### config.mk
export PLATFORM = sky130hd
export DESIGN_NAME = sensor_batch_frame_builder
export DESIGN_NICKNAME = d
export VERILOG_FILES = /design/src/sv/sbfb_pkg.sv /design/src/sv/sensor_batch_frame_builder.sv /design/src/sv/sbfb_crc_unit.sv
export SDC_FILE = /design/constraint.sdc
export NUM_CORES = 1
export LEC_CHECK = 0
export BUFFER_PORTS_ARGS = -buffer_cell sky130_fd_sc_hd__buf_2
export CORE_UTILIZATION = 60
export DETAILED_ROUTE_END_ITERATION = 10
export PLACE_DENSITY = 0.79
export SYNTH_ARGS = -nofsm -noshare
export SYNTH_HDL_FRONTEND = slang
export SYNTH_HIERARCHICAL = 1
export SYNTH_SLANG_ARGS = --single-unit
### constraint.sdc
create_clock -name aclk -period 12 [get_ports aclk]
set_input_delay 1.2 -clock aclk [delete_from_list [all_inputs] [get_ports aclk]]
set_output_delay 1.2 -clock aclk [all_outputs]
set_load 0.02 [all_outputs]
### src/sv/sbfb_pkg.sv
// ============================================================================
// Sensor batch frame builder package
// Types, constants and the CRC-8 step shared by the frame builder modules.
// ============================================================================
package sbfb_pkg;

    // CRC-8 polynomial x^8 + x^2 + x + 1, initial value zero.
    localparam logic [7:0] CRC_POLY = 8'h07;
    localparam logic [7:0] CRC_INIT = 8'h00;

    // Configuration register indexes.
    localparam logic [2:0] REG_SYNC_FIRST    = 3'd0;
    localparam logic [2:0] REG_SYNC_SECOND   = 3'd1;
    localparam logic [2:0] REG_CODE_NONE     = 3'd2;
    localparam logic [2:0] REG_CODE_ADC      = 3'd3;
    localparam logic [2:0] REG_CODE_OXIMETER = 3'd4;

    // Configuration reset values.
    localparam logic [7:0] RST_SYNC_FIRST    = 8'h00;
    localparam logic [7:0] RST_SYNC_SECOND   = 8'h00;
    localparam logic [7:0] RST_CODE_NONE     = 8'h00;
    localparam logic [7:0] RST_CODE_ADC      = 8'h01;
    localparam logic [7:0] RST_CODE_OXIMETER = 8'h02;

    // Header byte positions; the timestamp fills the last four.
    localparam logic [2:0] HDR_SYNC_FIRST  = 3'd0;
    localparam logic [2:0] HDR_SYNC_SECOND = 3'd1;
    localparam logic [2:0] HDR_TYPE        = 3'd2;
    localparam logic [2:0] HDR_COUNT       = 3'd3;
    localparam logic [2:0] HDR_LAST        = 3'd7;

    // Payload bytes per sample.
    localparam logic [3:0] ADC_BYTES = 4'd6;
    localparam logic [3:0] OXI_BYTES = 4'd10;
    localparam logic [3:0] NO_BYTES  = 4'd0;

    // Control of the CRC unit for one cycle.
    typedef struct packed {
        logic       clear;
        logic       update;
        logic [7:0] data;
    } sbfb_crc_ctrl_t;

    // One byte of CRC-8, MSB first, no reflection.
    function automatic logic [7:0] crc8_update(input logic [7:0] crc, input logic [7:0] b);
        logic [7:0] c;
        c = crc ^ b;
        for (int i = 0; i < 8; i++) begin
            c = c[7] ? ({c[6:0], 1'b0} ^ CRC_POLY) : {c[6:0], 1'b0};
        end
        return c;
    endfunction

endpackage

### src/sv/sensor_batch_frame_builder.sv
// A sample that closes no batch passes the accept, check and store states.
// A frame streams one byte per cycle while m_ready is high: 9 + 6 or 10 bytes per sample.
// Throughput is set by the byte sequencer and its shared CRC unit; output back-pressure
// stalls the frame byte stream.
// Reset (aresetn low, synchronous) restores the register defaults and empties the batch.
// ============================================================================
// Sensor batch frame builder
// Groups samples of one type into batches and streams each batch as a
// byte frame with header, payload and CRC-8.
// ============================================================================
module sensor_batch_frame_builder #(
    parameter int BATCH_SIZE = 4
) (
    input  logic        aclk,
    input  logic        aresetn,
    // Sample channel
    input  logic        s_valid,
    output logic        s_ready,
    input  logic [7:0]  s_sensor_type,
    input  logic [31:0] s_sample_time,
    input  logic [15:0] s_emg_average,
    input  logic [15:0] s_eeg_average,
    input  logic [15:0] s_ekg_average,
    input  logic signed [31:0] s_oxygen_saturation,
    input  logic [7:0]  s_oxygen_valid,
    input  logic signed [31:0] s_heart_rate,
    input  logic [7:0]  s_rate_valid,
    // Frame byte channel
    output logic        m_valid,
    input  logic        m_ready,
    output logic [7:0]  m_frame_byte,
    output logic        m_frame_end,
    // Configuration write channel
    input  logic        cfg_valid,
    output logic        cfg_ready,
    input  logic [2:0]  cfg_index,
    input  logic [7:0]  cfg_data
);

    localparam int IDX_W = (BATCH_SIZE > 1) ? $clog2(BATCH_SIZE) : 1;

    // Sequencer states.
    localparam logic [2:0] ST_IDLE  = 3'd0;
    localparam logic [2:0] ST_CHECK = 3'd1;
    localparam logic [2:0] ST_STORE = 3'd2;
    localparam logic [2:0] ST_FULL  = 3'd3;
    localparam logic [2:0] ST_HDR   = 3'd4;
    localparam logic [2:0] ST_PAY   = 3'd5;
    localparam logic [2:0] ST_CRC   = 3'd6;

    logic [2:0]  state_reg, state_next;
    logic [7:0]  sync_first_reg, sync_second_reg, code_none_reg, code_adc_reg, code_oxi_reg;
    logic [2:0]  count_reg, count_next;
    logic [7:0]  batch_type_reg, batch_type_next;
    logic [31:0] batch_time_reg, batch_time_next;
    logic        ret_store_reg, ret_store_next;
    logic [2:0]  hdr_idx_reg, hdr_idx_next;
    logic [2:0]  samp_reg, samp_next;
    logic [3:0]  pay_byte_reg, pay_byte_next;

    // Held sample.
    logic [7:0]  item_type_reg, item_type_next;
    logic [31:0] item_time_reg, item_time_next;
    logic [47:0] item_adc_reg, item_adc_next;
    logic [79:0] item_oxi_reg, item_oxi_next;

    // Sample stores.
    logic [47:0] adc_store_reg [BATCH_SIZE];
    logic [79:0] oxi_store_reg [BATCH_SIZE];
    logic        adc_we, oxi_we;

    // Output register.
    logic        m_valid_reg, m_valid_next;
    logic [7:0]  m_byte_reg, m_byte_next;
    logic        m_end_reg, m_end_next;

    sbfb_pkg::sbfb_crc_ctrl_t crc_ctrl;
    logic [7:0]  crc_value;

    logic        out_free;
    logic [3:0]  pay_len;
    logic [7:0]  hdr_byte;
    logic [7:0]  pay_byte_val;
    logic [IDX_W-1:0] wr_idx, rd_idx;

    assign s_ready   = (state_reg == ST_IDLE);
    assign cfg_ready = 1'b1;
    assign m_valid      = m_valid_reg;
    assign m_frame_byte = m_byte_reg;
    assign m_frame_end  = m_end_reg;

    assign out_free = !m_valid_reg || m_ready;
    assign wr_idx   = count_reg[IDX_W-1:0];
    assign rd_idx   = samp_reg[IDX_W-1:0];

    // Payload length per sample follows the batch type.
    always_comb begin
        if (batch_type_reg == code_adc_reg) begin
            pay_len = sbfb_pkg::ADC_BYTES;
        end else if (batch_type_reg == code_oxi_reg) begin
            pay_len = sbfb_pkg::OXI_BYTES;
        end else begin
            pay_len = sbfb_pkg::NO_BYTES;
        end
    end

    // Header byte for the current header position.
    always_comb begin
        case (hdr_idx_reg)
            sbfb_pkg::HDR_SYNC_FIRST:  hdr_byte = sync_first_reg;
            sbfb_pkg::HDR_SYNC_SECOND: hdr_byte = sync_second_reg;
            sbfb_pkg::HDR_TYPE:        hdr_byte = batch_type_reg;
            sbfb_pkg::HDR_COUNT:       hdr_byte = {5'b00000, count_reg};
            default:                   hdr_byte = 8'(batch_time_reg >> {hdr_idx_reg[1:0], 3'b000});
        endcase
    end

    // Payload byte, little endian within each stored sample.
    always_comb begin
        if (batch_type_reg == code_adc_reg) begin
            pay_byte_val = 8'(adc_store_reg[rd_idx] >> {pay_byte_reg, 3'b000});
        end else begin
            pay_byte_val = 8'(oxi_store_reg[rd_idx] >> {pay_byte_reg, 3'b000});
        end
    end

    // Sequencer.
    always_comb begin
        state_next      = state_reg;
        count_next      = count_reg;
        batch_type_next = batch_type_reg;
        batch_time_next = batch_time_reg;
        ret_store_next  = ret_store_reg;
        hdr_idx_next    = hdr_idx_reg;
        samp_next       = samp_reg;
        pay_byte_next   = pay_byte_reg;
        item_type_next  = item_type_reg;
        item_time_next  = item_time_reg;
        item_adc_next   = item_adc_reg;
        item_oxi_next   = item_oxi_reg;
        m_byte_next     = m_byte_reg;
        m_end_next      = m_end_reg;
        m_valid_next    = m_ready ? 1'b0 : m_valid_reg;
        adc_we          = 1'b0;
        oxi_we          = 1'b0;
        crc_ctrl        = '0;

        case (state_reg)
            ST_IDLE: begin
                if (s_valid) begin
                    item_type_next = s_sensor_type;
                    item_time_next = s_sample_time;
                    item_adc_next  = {s_ekg_average, s_eeg_average, s_emg_average};
                    item_oxi_next  = {s_rate_valid, s_heart_rate, s_oxygen_valid,
                                      s_oxygen_saturation};
                    state_next     = ST_CHECK;
                end
            end
            // A type change closes the open batch before the sample is stored.
            ST_CHECK: begin
                if (count_reg != 3'd0 && item_type_reg != batch_type_reg) begin
                    if (batch_type_reg == code_none_reg) begin
                        count_next = 3'd0;
                        state_next = ST_STORE;
                    end else begin
                        crc_ctrl.clear = 1'b1;
                        hdr_idx_next   = sbfb_pkg::HDR_SYNC_FIRST;
                        ret_store_next = 1'b1;
                        state_next     = ST_HDR;
                    end
                end else begin
                    state_next = ST_STORE;
                end
            end
            ST_STORE: begin
                if (count_reg == 3'd0) begin
                    batch_type_next = item_type_reg;
                    batch_time_next = item_time_reg;
                end
                if (item_type_reg == code_adc_reg) begin
                    adc_we = 1'b1;
                end else if (item_type_reg == code_oxi_reg) begin
                    oxi_we = 1'b1;
                end
                count_next = 3'(count_reg + 3'd1);
                if (3'(count_reg + 3'd1) == 3'(BATCH_SIZE)) begin
                    state_next = ST_FULL;
                end else begin
                    state_next = ST_IDLE;
                end
            end
            // A full batch is flushed after the sample is stored.
            ST_FULL: begin
                if (batch_type_reg == code_none_reg) begin
                    count_next = 3'd0;
                    state_next = ST_IDLE;
                end else begin
                    crc_ctrl.clear = 1'b1;
                    hdr_idx_next   = sbfb_pkg::HDR_SYNC_FIRST;
                    ret_store_next = 1'b0;
                    state_next     = ST_HDR;
                end
            end
            ST_HDR: begin
                if (out_free) begin
                    m_valid_next    = 1'b1;
                    m_byte_next     = hdr_byte;
                    m_end_next      = 1'b0;
                    crc_ctrl.data   = hdr_byte;
                    crc_ctrl.update = (hdr_idx_reg[2:1] != 2'b00);
                    if (hdr_idx_reg == sbfb_pkg::HDR_LAST) begin
                        samp_next     = 3'd0;
                        pay_byte_next = 4'd0;
                        state_next    = (pay_len == sbfb_pkg::NO_BYTES) ? ST_CRC : ST_PAY;
                    end else begin
                        hdr_idx_next = 3'(hdr_idx_reg + 3'd1);
                    end
                end
            end
            ST_PAY: begin
                if (out_free) begin
                    m_valid_next    = 1'b1;
                    m_byte_next     = pay_byte_val;
                    m_end_next      = 1'b0;
                    crc_ctrl.data   = pay_byte_val;
                    crc_ctrl.update = 1'b1;
                    if (pay_byte_reg == 4'(pay_len - 4'd1)) begin
                        pay_byte_next = 4'd0;
                        samp_next     = 3'(samp_reg + 3'd1);
                        if (3'(samp_reg + 3'd1) == count_reg) begin
                            state_next = ST_CRC;
                        end
                    end else begin
                        pay_byte_next = 4'(pay_byte_reg + 4'd1);
                    end
                end
            end
            ST_CRC: begin
                if (out_free) begin
                    m_valid_next = 1'b1;
                    m_byte_next  = crc_value;
                    m_end_next   = 1'b1;
                    count_next   = 3'd0;
                    state_next   = ret_store_reg ? ST_STORE : ST_IDLE;
                end
            end
            default: begin
                state_next = ST_IDLE;
            end
        endcase
    end

    // Control state and configuration registers.
    always_ff @(posedge aclk) begin
        if (!aresetn) begin
            state_reg       <= ST_IDLE;
            count_reg       <= 3'd0;
            batch_type_reg  <= 8'h00;
            batch_time_reg  <= 32'h0;
            ret_store_reg   <= 1'b0;
            hdr_idx_reg     <= 3'd0;
            samp_reg        <= 3'd0;
            pay_byte_reg    <= 4'd0;
            m_valid_reg     <= 1'b0;
            sync_first_reg  <= sbfb_pkg::RST_SYNC_FIRST;
            sync_second_reg <= sbfb_pkg::RST_SYNC_SECOND;
            code_none_reg   <= sbfb_pkg::RST_CODE_NONE;
            code_adc_reg    <= sbfb_pkg::RST_CODE_ADC;
            code_oxi_reg    <= sbfb_pkg::RST_CODE_OXIMETER;
        end else begin
            state_reg      <= state_next;
            count_reg      <= count_next;
            batch_type_reg <= batch_type_next;
            batch_time_reg <= batch_time_next;
            ret_store_reg  <= ret_store_next;
            hdr_idx_reg    <= hdr_idx_next;
            samp_reg       <= samp_next;
            pay_byte_reg   <= pay_byte_next;
            m_valid_reg    <= m_valid_next;
            if (cfg_valid && cfg_ready) begin
                case (cfg_index)
                    sbfb_pkg::REG_SYNC_FIRST:    sync_first_reg  <= cfg_data;
                    sbfb_pkg::REG_SYNC_SECOND:   sync_second_reg <= cfg_data;
                    sbfb_pkg::REG_CODE_NONE:     code_none_reg   <= cfg_data;
                    sbfb_pkg::REG_CODE_ADC:      code_adc_reg    <= cfg_data;
                    sbfb_pkg::REG_CODE_OXIMETER: code_oxi_reg    <= cfg_data;
                    default: begin
                    end
                endcase
            end
        end
    end

    // Payload registers: held sample, output byte and sample stores.
    always_ff @(posedge aclk) begin
        item_type_reg <= item_type_next;
        item_time_reg <= item_time_next;
        item_adc_reg  <= item_adc_next;
        item_oxi_reg  <= item_oxi_next;
        m_byte_reg    <= m_byte_next;
        m_end_reg     <= m_end_next;
        if (adc_we) begin
            adc_store_reg[wr_idx] <= item_adc_reg;
        end
        if (oxi_we) begin
            oxi_store_reg[wr_idx] <= item_oxi_reg;
        end
    end

    // CRC over every frame byte after the sync bytes.
    sbfb_crc_unit u_crc (
        .aclk    (aclk),
        .aresetn (aresetn),
        .ctrl    (crc_ctrl),
        .crc     (crc_value)
    );

endmodule

### src/sv/sbfb_crc_unit.sv
// ============================================================================
// Frame CRC unit
// Accumulates the CRC-8 of the frame, one byte per cycle in which update is set.
// ============================================================================
module sbfb_crc_unit (
    input  logic                    aclk,
    input  logic                    aresetn,
    input  sbfb_pkg::sbfb_crc_ctrl_t ctrl,
    output logic [7:0]              crc
);

    logic [7:0] crc_reg;
    logic [7:0] crc_next;

    // Clear at the start of a frame, fold in each covered byte.
    always_comb begin
        crc_next = crc_reg;
        if (ctrl.clear) begin
            crc_next = sbfb_pkg::CRC_INIT;
        end else if (ctrl.update) begin
            crc_next = sbfb_pkg::crc8_update(crc_reg, ctrl.data);
        end
    end

    always_ff @(posedge aclk) begin
        if (!aresetn) begin
            crc_reg <= sbfb_pkg::CRC_INIT;
        end else begin
            crc_reg <= crc_next;
        end
    end

    assign crc = crc_reg;

endmodule

# Yosys cells after proc, flatten, opt, wreduce, memory -nomap -nowiden
# Memories as Yosys holds them, arrays and structs flattened. A register that Yosys moved wholly into a read port is not among the register bits.
# Index checks and enable logic that the tools add are counted.
[classes]
addsub = 5
mux = 78
n_reduce_logical = 34
n_bitwise = 10
eq_ne = 35
n_shift = 3
[ops]
columns = ["operator", "n"]
rows = [
  ["$mux 3", 29],
  ["$shr 80x7->8", 1],
  ["$shr 48x7->8", 1],
  ["$eq 8x8->1", 5],
  ["$mux 8", 4],
  ["$pmux 8 s4", 1],
  ["$shr 32x5->8", 1],
  ["$mux 4", 6],
  ["$not 3->3", 8],
  ["$pmux 8 s3", 1],
  ["$ne 2x2->1 const B", 11],
  ["$pmux 3 s7", 1],
  ["$mux 1", 19],
  ["$eq 3x2->1 const B", 6],
  ["$eq 3x3->1 const B", 6],
  ["$mux 9", 2],
  ["$pmux 9 s2", 1],
  ["$reduce_and 4->1", 4],
  ["$mux 2", 7],
  ["$reduce_and 2->1", 7],
  ["$logic_not 3->1", 4],
  ["$pmux 3 s4", 1],
  ["$add 3x1->3 const B", 3],
  ["$eq 3x1->1 const B", 3],
  ["other kinds (24)", 33],
]
[totals]
ram_bits = 512
input_bits = 184
regBits = 283
wordCells = 188
n_memories = 2
output_inout_bits = 12
[memory_table]
columns = ["name", "depth", "word_bits", "rd", "rd_ports_with_merged_regs", "write_ports", "line_no", "rtl"]
rows = [
  ["oxi_store_reg", 4, 80, 1, 1, 1, "sensor_batch_frame_builder.sv:69", "logic [79:0] oxi_store_reg [BATCH_SIZE];"],
  ["adc_store_reg", 4, 48, 1, 1, 1, "sensor_batch_frame_builder.sv:68", "logic [47:0] adc_store_reg [BATCH_SIZE];"],
]

# Longest topological paths before layout
[depth]
ltp_word = 21
mapped_depth = 15
ltp_nobuf = 11

# By module
# The synthesis kept the hierarchy.
[by_module_without_submodules]
columns = ["mod", "cells_each", "seq_area_each_um2", "n_inst", "area_each_um2"]
rows = [
  ["sensor_batch_frame_builder", 1733, 22691.8, 1, 30367.9],
  ["sbfb_crc_unit", 54, 160.2, 1, 589.3],
]

# Worst setup path after synthesis
# OpenSTA, ideal clock, no wires.
[synth_path]
kind = "input-to-reg"
from = "in s_valid"
to = "reg item_adc_reg[0] (enable)"
path_stages = 1
required_ps = 11452
arrival_ps = 5024
setup_slack_ps = 6427
path_cell_list = "and2_1"
[synth_via]
elab_chain_len = 1
[synth_rtl]
columns = ["item", "line_no", "rtl"]
rows = [
  ["start, declared", "sensor_batch_frame_builder.sv:17", "input logic s_valid,"],
  ["$reduce_and 2->1 (no line)", "-", ""],
  ["end signal, assigned", "sensor_batch_frame_builder.sv:298", "item_adc_reg <= item_adc_next;"],
  ["end, declared", "sensor_batch_frame_builder.sv:64", "logic [47:0] item_adc_reg, item_adc_next;"],
]
# Every way passes these cells.
# A chain may end at the register's enable or synchronous reset.

==> flow_metrics.tcl <==
set metrics [dict create \
    cts_buffer_depth 3 \
    post_cts_resized 0 \
    io_pins 196 \
    cts_buffers 76 \
    rows 82 \
    crit_fanout 68 \
    ir_drop_mv 0.1360 \
    synthCells 1787 \
    multiInputGateArea_um2 7518 \
    rsz0062_at_grt "false" \
    place.detailed.hpwl_mm 42.41 \
    syn2layout_area_growth_pct 12.63 \
    synth_edf_count 689 \
    register_area_um2 22860 \
    via_count 16880 \
    drt_iter0_drc 1915 \
    hp-class "flop to flop" \
    place.gp.congestion 0.8787 \
    postCtsHoldBufs 0 \
    slew_headroom 0.1392 \
    port-buffer-count 194 \
    combPwrFrac 0.099 \
    p_per_area_nw_per_um2 186.9 \
    worstReg2RegEnd "u_crc/crc[7]" \
    place_inst 2573 \
    wirelength_mm 68.70 \
    nets 2176 \
    grt_overflow 0 \
    p_leak_uw 0.01159 \
    endpoint_kind "flop" \
    num_antenna_cells 0 \
    clkPwrFrac 0.360 \
    maxSlewViolCount 0 \
    tns_ps 0 \
    wire_per_inst_um 25.37 \
    reg2regPathDepth 12 \
    initial_core_util 0.6133 \
    grt_antenna_before_repair 0 \
    hold_start "batch_time_reg[24]" \
    postRouteAntennaNets 0 \
    worst_hold_slack_ps 458.4 \
    sequentialPowerShare 0.541 \
    yosysWarnings 6 \
    hold_depth 2 \
    grt_pass1_vias 17070 \
    grt_first_pass_wirelength_mm 104.1 \
    p_int_uw 4878 \
    synth_area_um2 30960 \
    core_area_um2 50480 \
    period_needed_ps 4758 \
    grt_util_all_layers 0.2676 \
    grt_start_max_net_pins 115 \
    largest_register_ffs 320 \
    cts_root_buf "clkbuf_16" \
    fillers 3141 \
    post_drt_via_cell_ratio 6.233 \
    hold_path_end "batch_time_reg[24]" \
    max-cap-violations 0 \
    ys_ff_latch 797 \
    route.detailed.drc 0 \
    hold_violations 0 \
    dieArea_um2 52510 \
    finalNonFillerCells 2708 \
    cp.required_ps 12540 \
    setup_viol 0 \
    yosys.cell_types.count 65 \
    arrival_ps 5300 \
    syn_nets 1984 \
    cts_setup_buffers 0 \
    p_sw_uw 1638 \
    avgSynthCellArea_um2 17.32 \
    worst_slew_pin_slew_ps 1288 \
    cts_tree "yes" \
    die_height_um 229.1 \
    clock_latency_ps 630 \
    p_sw_frac 0.2514 \
    async_flop_share 0 \
    final_layout_size_suffix_gt1_frac 0.2358 \
    crit_type "flop to flop" \
    clkSinkCount 797 \
    clk_pin_slew_ps 60 \
    run_status "finished, final reports clean" \
    reg2reg_slack_ps 7240 \
    fmax_mhz 210.2 \
    fp.dieW_um 229.1 \
    firstDrtPassIters 8 \
    finClkSkew_ps 35.91 \
    ys.flop_type "edfxtp_1" \
    h-tree-depth 3 \
    cp-start-kind "flop" \
    min_period_over_period 0.3965 \
    seq_area_frac_synth 0.7382 \
]
how the worst max path moves through the flow:
| stage | endpoint | slack [ps] | cells past startpoint |
|---|---|---|---|
| 2_1_floorplan | item_adc_reg[0] | 6430 | 1 |
| 3_3_place_gp | u_crc/crc[1] | 7440 | 12 |
| 3_5_place_dp | u_crc/crc[7] | 7410 | 12 |
| 4_1_cts | u_crc/crc[7] | 7230 | 12 |
| 5_1_grt | u_crc/crc[7] | 7010 | 12 |
| 6_report | u_crc/crc[7] | 7240 | 12 |
area by class of cell:
| class | count | area share |
|---|---|---|
| tap | 672 | 0.02411 |
| sequential | 797 | 0.6556 |
| inverter | 22 | 0.002368 |
| clock buffer | 93 | 0.05759 |
| timing repair buffer | 212 | 0.03208 |
| multi-input combinational | 870 | 0.2156 |
| clock inverter | 42 | 0.01260 |
power by group through the flow:
stage	Sequential [uW]	Combinational, uW	Clock, uW
global placement	3560	618	0
floorplan	3510	453	0
CTS	3520	643	2370
global route	3540	698	2480
detailed placement	3580	636	0
finish	3520	645	2350
routing by layer:
metal,vias up,share of wire,GRT usage
met3,155,0.072,0.04868
li1,7333,-,-
met4,0,0.032,0.09292
met2,810,0.50,0.4334
met5,-,0,0
met1,8581,0.40,0.3698
layout by cell type (no fill, tap or decap), types with 11 or more instances in the layout:
cell type,instances
clkbuf_16,78
a21oi_1,93
inv_1,21
xor2_1,30
dfxtp_1,105
xnor2_1,34
o21ai_0,16
mux2i_1,37
nor2_1,50
clkinv_2,13
clkinv_1,12
nand2_1,238
buf_4,17
o221ai_1,17
and2_1,11
edfxtp_1,689
mux4_2,136
ha_1,13
buf_2,194
nand3_1,29
clkbuf_1,15
worst max-delay path: stages (launching register included):
cell and delay, ps:
dfxtp_4 1040, buf_4 780, mux4_2 400, and2_1 170, a221oi_1 270, a31oi_1 100
o21ai_0 270, a311o_1 220, o221ai_1 240, xnor2_4 330, xnor3_1 380, or3_1 310
a21oi_1 140
synthesized netlist by cell type (2+ instances only):
library cell | n | share of area
or2_2 | 3 | 0.00061
or3_1 | 7 | 0.0014
o22a_1 | 8 | 0.0023
a222oi_1 | 8 | 0.0026
a311o_1 | 7 | 0.0023
and3_1 | 4 | 0.00081
nand4_1 | 5 | 0.0010
nor2_1 | 50 | 0.0061
edfxtp_1 | 689 | 0.67
a311oi_1 | 3 | 0.00085
nand2b_1 | 8 | 0.0016
clkbuf_1 | 43 | 0.0052
dfxtp_1 | 108 | 0.070
buf_6 | 5 | 0.0018
xnor3_1 | 6 | 0.0044
a31oi_1 | 10 | 0.0020
a21oi_1 | 93 | 0.015
nand3_1 | 29 | 0.0047
nand2_1 | 238 | 0.029
buf_2 | 20 | 0.0032
xor2_1 | 30 | 0.0085
buf_4 | 20 | 0.0048
o31ai_1 | 3 | 0.00073
o22ai_1 | 6 | 0.0012
nor4_1 | 7 | 0.0014
inv_1 | 21 | 0.0025
mux4_2 | 136 | 0.099
mux2i_1 | 37 | 0.012
xnor2_1 | 34 | 0.0096
o21ai_1 | 3 | 0.00048
nand4b_1 | 2 | 0.00057
a22oi_1 | 10 | 0.0024
and4_1 | 2 | 0.00057
o211ai_1 | 3 | 0.00073
o221ai_1 | 17 | 0.0048
a211oi_1 | 3 | 0.00073
buf_1 | 9 | 0.0011
nor2b_1 | 6 | 0.0012
ha_1 | 13 | 0.0053
o21ai_0 | 16 | 0.0026
nor3_1 | 6 | 0.00097
and2_1 | 20 | 0.0040
a221oi_1 | 9 | 0.0025
a21o_1 | 9 | 0.0022
through the flow:
step / worst slack, ps / area [um2] / util / total power (uW)
global route: 7014 / 34870 / 0.6908 / 6725
CTS: 7230 / 34870 / 0.6908 / 6539
global placement: 7439 / 32420 / 0.6423 / 4181
floorplan: 6427 / 30960 / - / 3968
finish: 7242 / 34870 / 0.6908 / 6515
detailed placement: 7406 / 32420 / 0.6423 / 4215
kinds of logic after synthesis:
group           after synthesis  synth area share
other cells                   1         0.0001211
flops                       797            0.7382
mux                         174            0.1113
buf+inv                     120           0.01952
xor+xnor                     72           0.02389
simple gates                392           0.05541
fa+ha+maj                    13          0.005254
compound gates              218           0.04636
Note: power is estimated with default switching activity, not from simulation.
